[src/linear_blend_vertex_skinning_core_defines.svh]
// Assertion macros shared by the skinning core.
`ifndef LINEAR_BLEND_VERTEX_SKINNING_CORE_DEFINES_SVH
`define LINEAR_BLEND_VERTEX_SKINNING_CORE_DEFINES_SVH
`ifndef ASSERT_OFF
`define LBVS_ASSERT_NEXT(lbl, a, b) \
    lbl: assert property (@(posedge i_clk) disable iff (!i_rst_n) (a) |=> (b)) \
        else $error("Next-cycle check failed.");
`define LBVS_ASSERT_SAME(lbl, a, b) \
    lbl: assert property (@(posedge i_clk) disable iff (!i_rst_n) (a) |-> (b)) \
        else $error("Same-cycle check failed.");
`else
`define LBVS_ASSERT_NEXT(lbl, a, b)
`define LBVS_ASSERT_SAME(lbl, a, b)
`endif
`endif

[src/lbvs_ram.sv]
// Generic single-write, single-read RAM with registered read data.
module lbvs_ram #(
    parameter int WIDTH = 32,
    parameter int DEPTH = 64
) (
    input  logic                                  i_clk,
    input  logic                                  i_we,
    input  logic [(DEPTH > 1 ? $clog2(DEPTH) : 1)-1:0] i_waddr,
    input  logic [WIDTH-1:0]                      i_wdata,
    input  logic                                  i_re,
    input  logic [(DEPTH > 1 ? $clog2(DEPTH) : 1)-1:0] i_raddr,
    output logic [WIDTH-1:0]                      o_rdata
);
    logic [WIDTH-1:0] r_mem [DEPTH];
    logic [WIDTH-1:0] r_rdata;

    always_ff @(posedge i_clk) begin
        if (i_we) begin
            r_mem[i_waddr] <= i_wdata;
        end
        if (i_re) begin
            r_rdata <= r_mem[i_raddr];
        end
    end

    assign o_rdata = r_rdata;
endmodule

[config.mk]
export PLATFORM = sky130hd
export DESIGN_NAME = lbvs_ram
export DESIGN_NICKNAME = d
export VERILOG_FILES = /design/src/linear_blend_vertex_skinning_core_defines.svh /design/src/lbvs_ram.sv
export SDC_FILE = /design/constraint.sdc
export NUM_CORES = 2
export LEC_CHECK = 0
export ABC_CLOCK_PERIOD_IN_PS = 8600
export CORE_MARGIN = 1
export CORE_UTILIZATION = 45
export DETAILED_ROUTE_END_ITERATION = 6
export DONT_BUFFER_PORTS = 1
export PLACE_DENSITY = 0.71
export SETUP_SLACK_MARGIN = 0.2
export SLEW_MARGIN = 20
export SYNTH_ARGS = -nofsm -noshare
export SYNTH_HDL_FRONTEND = slang
export SYNTH_SLANG_ARGS = --single-unit
export TNS_END_PERCENT = 10
[constraint.sdc]
create_clock -name i_clk -period 8.6 [get_ports i_clk]
set_input_delay 0.43 -clock i_clk [delete_from_list [all_inputs] [get_ports i_clk]]
set_output_delay 0.43 -clock i_clk [all_outputs]
set_load 0.03 [all_outputs]
==> impl_metrics.env <==
export IMPL_run_status="finished clean"
export IMPL_fill_cells=13000
export IMPL_cp_end_kind="flip-flop"
export IMPL_irDropWorstVdd_mv=0.178
export IMPL_cp_required_ns=9.14
export IMPL_post_drt_via_cell_ratio=6.20
export IMPL_reg2reg_setup_slack_ns=6.00
export IMPL_cellPowerDensity_nw_per_um2=230
export IMPL_drt_wirelength_per_cell_um=32.5
export IMPL_first_global_vias=36900
export IMPL_area_delta_synth_final_pct=13.5
export IMPL_worst_hold_path_endpoint="r_mem[15][28]"
export IMPL_post_cts_setup_buffer_count=0
export IMPL_synthesis_area_per_instance_sq_um=23.7
export IMPL_cp_max_fo=107
export IMPL_synthCells=3324
export IMPL_stdcell_area_sq_um=89400
export IMPL_placement_cell_area_sq_um=81900
export IMPL_cts_htree_levels=4
export IMPL_async_reset_ff_share_pct=0
export IMPL_synth_largest_type_area_fraction_pct=79.2
export IMPL_place_detailed_hpwl_mm=96.0
export IMPL_yosysWarningCount=0
export IMPL_antenna_found_initial=6
export IMPL_globalRoute_totalOverflow=0
export IMPL_drt_antenna_violating_nets=0
export IMPL_cell_depth_of_the_worst_min_delay_path=1
export IMPL_reg2reg_depth=4
export IMPL_finalHoldViolations=0
export IMPL_remaining_drcs=0
export IMPL_core_area_sq_um=174000
export IMPL_detailedRoute_firstPassIterationCount=6
export IMPL_finalCritPeriodShare_pct=39.6
export IMPL_ios=79
export IMPL_startpoint_to_endpoint_class_of_the_critical_path="in -> reg"
export IMPL_crit_arrival_ns=3.95
export IMPL_worst_slew_margin_rel_pct=20.4
export IMPL_power_static_leakage_nw=27.4
export IMPL_detail_route_wirelength_mm=194
export IMPL_finalWeightedCongestion=0.858
export IMPL_synth_top_cells_by_area="edfxtp_1 (79%), mux4_2 (16%), mux2i_1 (1.2%), o22ai_1 (0.67%), nor2_1 (0.65%)"
export IMPL_vias=37100
export IMPL_crit_path_start_kind="input pin"
export IMPL_cts_buffers=197
export IMPL_start_util_pct=45.3
export IMPL_grt_usage_pct=22.1
export IMPL_cts_buffer_depth=3
export IMPL_finalSetupViolations=0
export IMPL_syn_area_sq_um=78800
export IMPL_maxSlewViolCount=0
export IMPL_number_of_sinks_handled_by_clock_tree_synthesis=2080
export IMPL_worst_setup_hold_path_clk_slew_ns=0.06
export IMPL_ctsResizeCount=0
export IMPL_final_layout_size_suffix_gt1_share_pct=27.0
export IMPL_synthDistinctLibCells=33
export IMPL_post_synth_top_flop="edfxtp_1"
export IMPL_max_cap_violations=0
export IMPL_tritoncts="done"
export IMPL_std_cell_rows=153
export IMPL_fmaxAchievable_ghz=0.294
export IMPL_worst_slew_pin_slew_ns=1.19
export IMPL_min_delay_path_class="in -> reg"
export IMPL_fin_nets=3537
export IMPL_drt_initial_drc_count=5768
export IMPL_timing_rr_end="o_rdata[28]"
export IMPL_port_buffer_count=0
export IMPL_floorplan_die_height_um=421
export IMPL_dieArea_sq_um=177000
export IMPL_yosys_top_cells_count="edfxtp_1 (2080), mux4_2 (544), nor2_1 (137)"
export IMPL_die_w_um=421
export IMPL_timing_final_crit_period_ns=3.40
export IMPL_setup_repair_after_global_routing_missed_its_margin="false"
export IMPL_finClkSkew_ns=0.0301
export IMPL_timing_hold_worst_start="i_wdata[28]"
export IMPL_grt_first_pass_wirelength_mm=274
export IMPL_netlist_top_cell_by_area="edfxtp_1"
export IMPL_grt_max_degree=514
export IMPL_r2r_start="r_mem[46][28]"
export IMPL_final_setup_tns_ns=0
export IMPL_ys_seq_area_share_pct=79.2
export IMPL_synth_edff_count=2080
export IMPL_root_buffer="clkbuf_16"
export IMPL_synthMostInstantiatedCell="edfxtp_1"
export IMPL_syn_num_nets=3371
export IMPL_synth_seq_cells=2080
export IMPL_clkLatencyLatePin_ns=0.82
## cell usage in the layout (no fill, tap or decap), drive strengths merged, types with 4 or more instances in the layout
master       synthesis  layout
a21oi               62      62
a22oi               12      12
a311oi               8       8
a41o                 4       4
and3                 4       4
buf                108     114
bufinv               0      12
clkbuf              74     250
clkinv               0      88
clkinvlp             0       5
dlygate4sd3          0      35
edfxtp            2080    2080
inv                  0       5
mux2i               93      93
mux4               544     544
nand2               26      26
nand2b               8       8
nand3                5       5
nand3b               5       5
nor2               137     137
nor2b               15      15
nor3                 7       7
o221ai              27      27
o22ai               84      84
o32ai                4       4
or3b                 5       5
## critical path, stage by stage
cell and delay, ns:
buf_16 0.58, buf_16 0.56, mux4_2 0.61, mux4_2 0.56, o22ai_1 0.79, nor2_1 0.10
## what timing repair did
| action | CTS | global route |
|---|---|---|
| hold endpoints to repair | 2089 | 0 |
| endpoints found under the setup margin | 0 | 0 |
| hold buffers | 68 | 0 |
## area by class of cell
cell class	instances	area (sq um)	share of cell area (%)
well taps	2325	2910	3.25
clock inverters	110	863	0.965
clock buffers	250	5280	5.90
multi-input cells	1062	16000	17.9
diodes	2	5.00	0.00560
repair buffers	149	1970	2.20
flip-flops and latches	2080	62500	69.8
## flip-flops by register name, indices dropped and copies added (netlist names)
register  flops
o_rdata      32
r_mem      2048
## layer usage
metal  track usage (%)  up-vias  wire (um)
li1                  -    14600          -
met1              31.6    19900      75000
met2              34.0     2281      91800
met3              4.41      285      20600
met4              7.82        6       6810
met5                 0        -         37
## per-stage QoR
stage	worst slack (ns)	total power, mW	hold slack (ns)	instances	utilization, %
global route	5.07	21.1	0.0104	5977	51.4
detailed placement	5.24	12.1	0.532	5543	47.1
CTS	5.98	20.6	0.00396	5971	51.3
finish	5.20	20.6	0.0283	5978	51.4
global placement	5.15	12.1	0.533	5543	47.1
floorplan	5.01	12.1	0.529	3324	-
## power breakdown
part / switching, mW / total, mW / internal (mW)
combinational: 0.559 / 0.949 / 0.389
sequential: 0.0680 / 11.3 / 11.2
clock: 3.65 / 8.33 / 4.68
total: 4.27 / 20.6 / 16.3
## cells by family after synthesis
family	Yosys count	share of synthesized area, %
AOI/OAI and AO/OA	202	1.67
buffers and inverters	182	1.12
DFF	2080	79.2
muxes	637	16.7
and+or+nand+nor	223	1.26
## worst max-delay path by stage
stage                   end  slack, ns  cells after the start           from
5_1_grt         o_rdata[28]       5.07                      6     i_raddr[0]
3_5_place_dp    o_rdata[28]       5.24                      4     i_raddr[0]
6_report        o_rdata[28]       5.20                      6     i_raddr[0]
2_1_floorplan  r_mem[48][0]       5.01                      4     i_waddr[3]
3_3_place_gp    o_rdata[28]       5.15                      4     i_raddr[0]
4_1_cts         o_rdata[28]       5.98                      4  r_mem[46][28]
No activity file was read; power rests on OpenSTA's default activity.
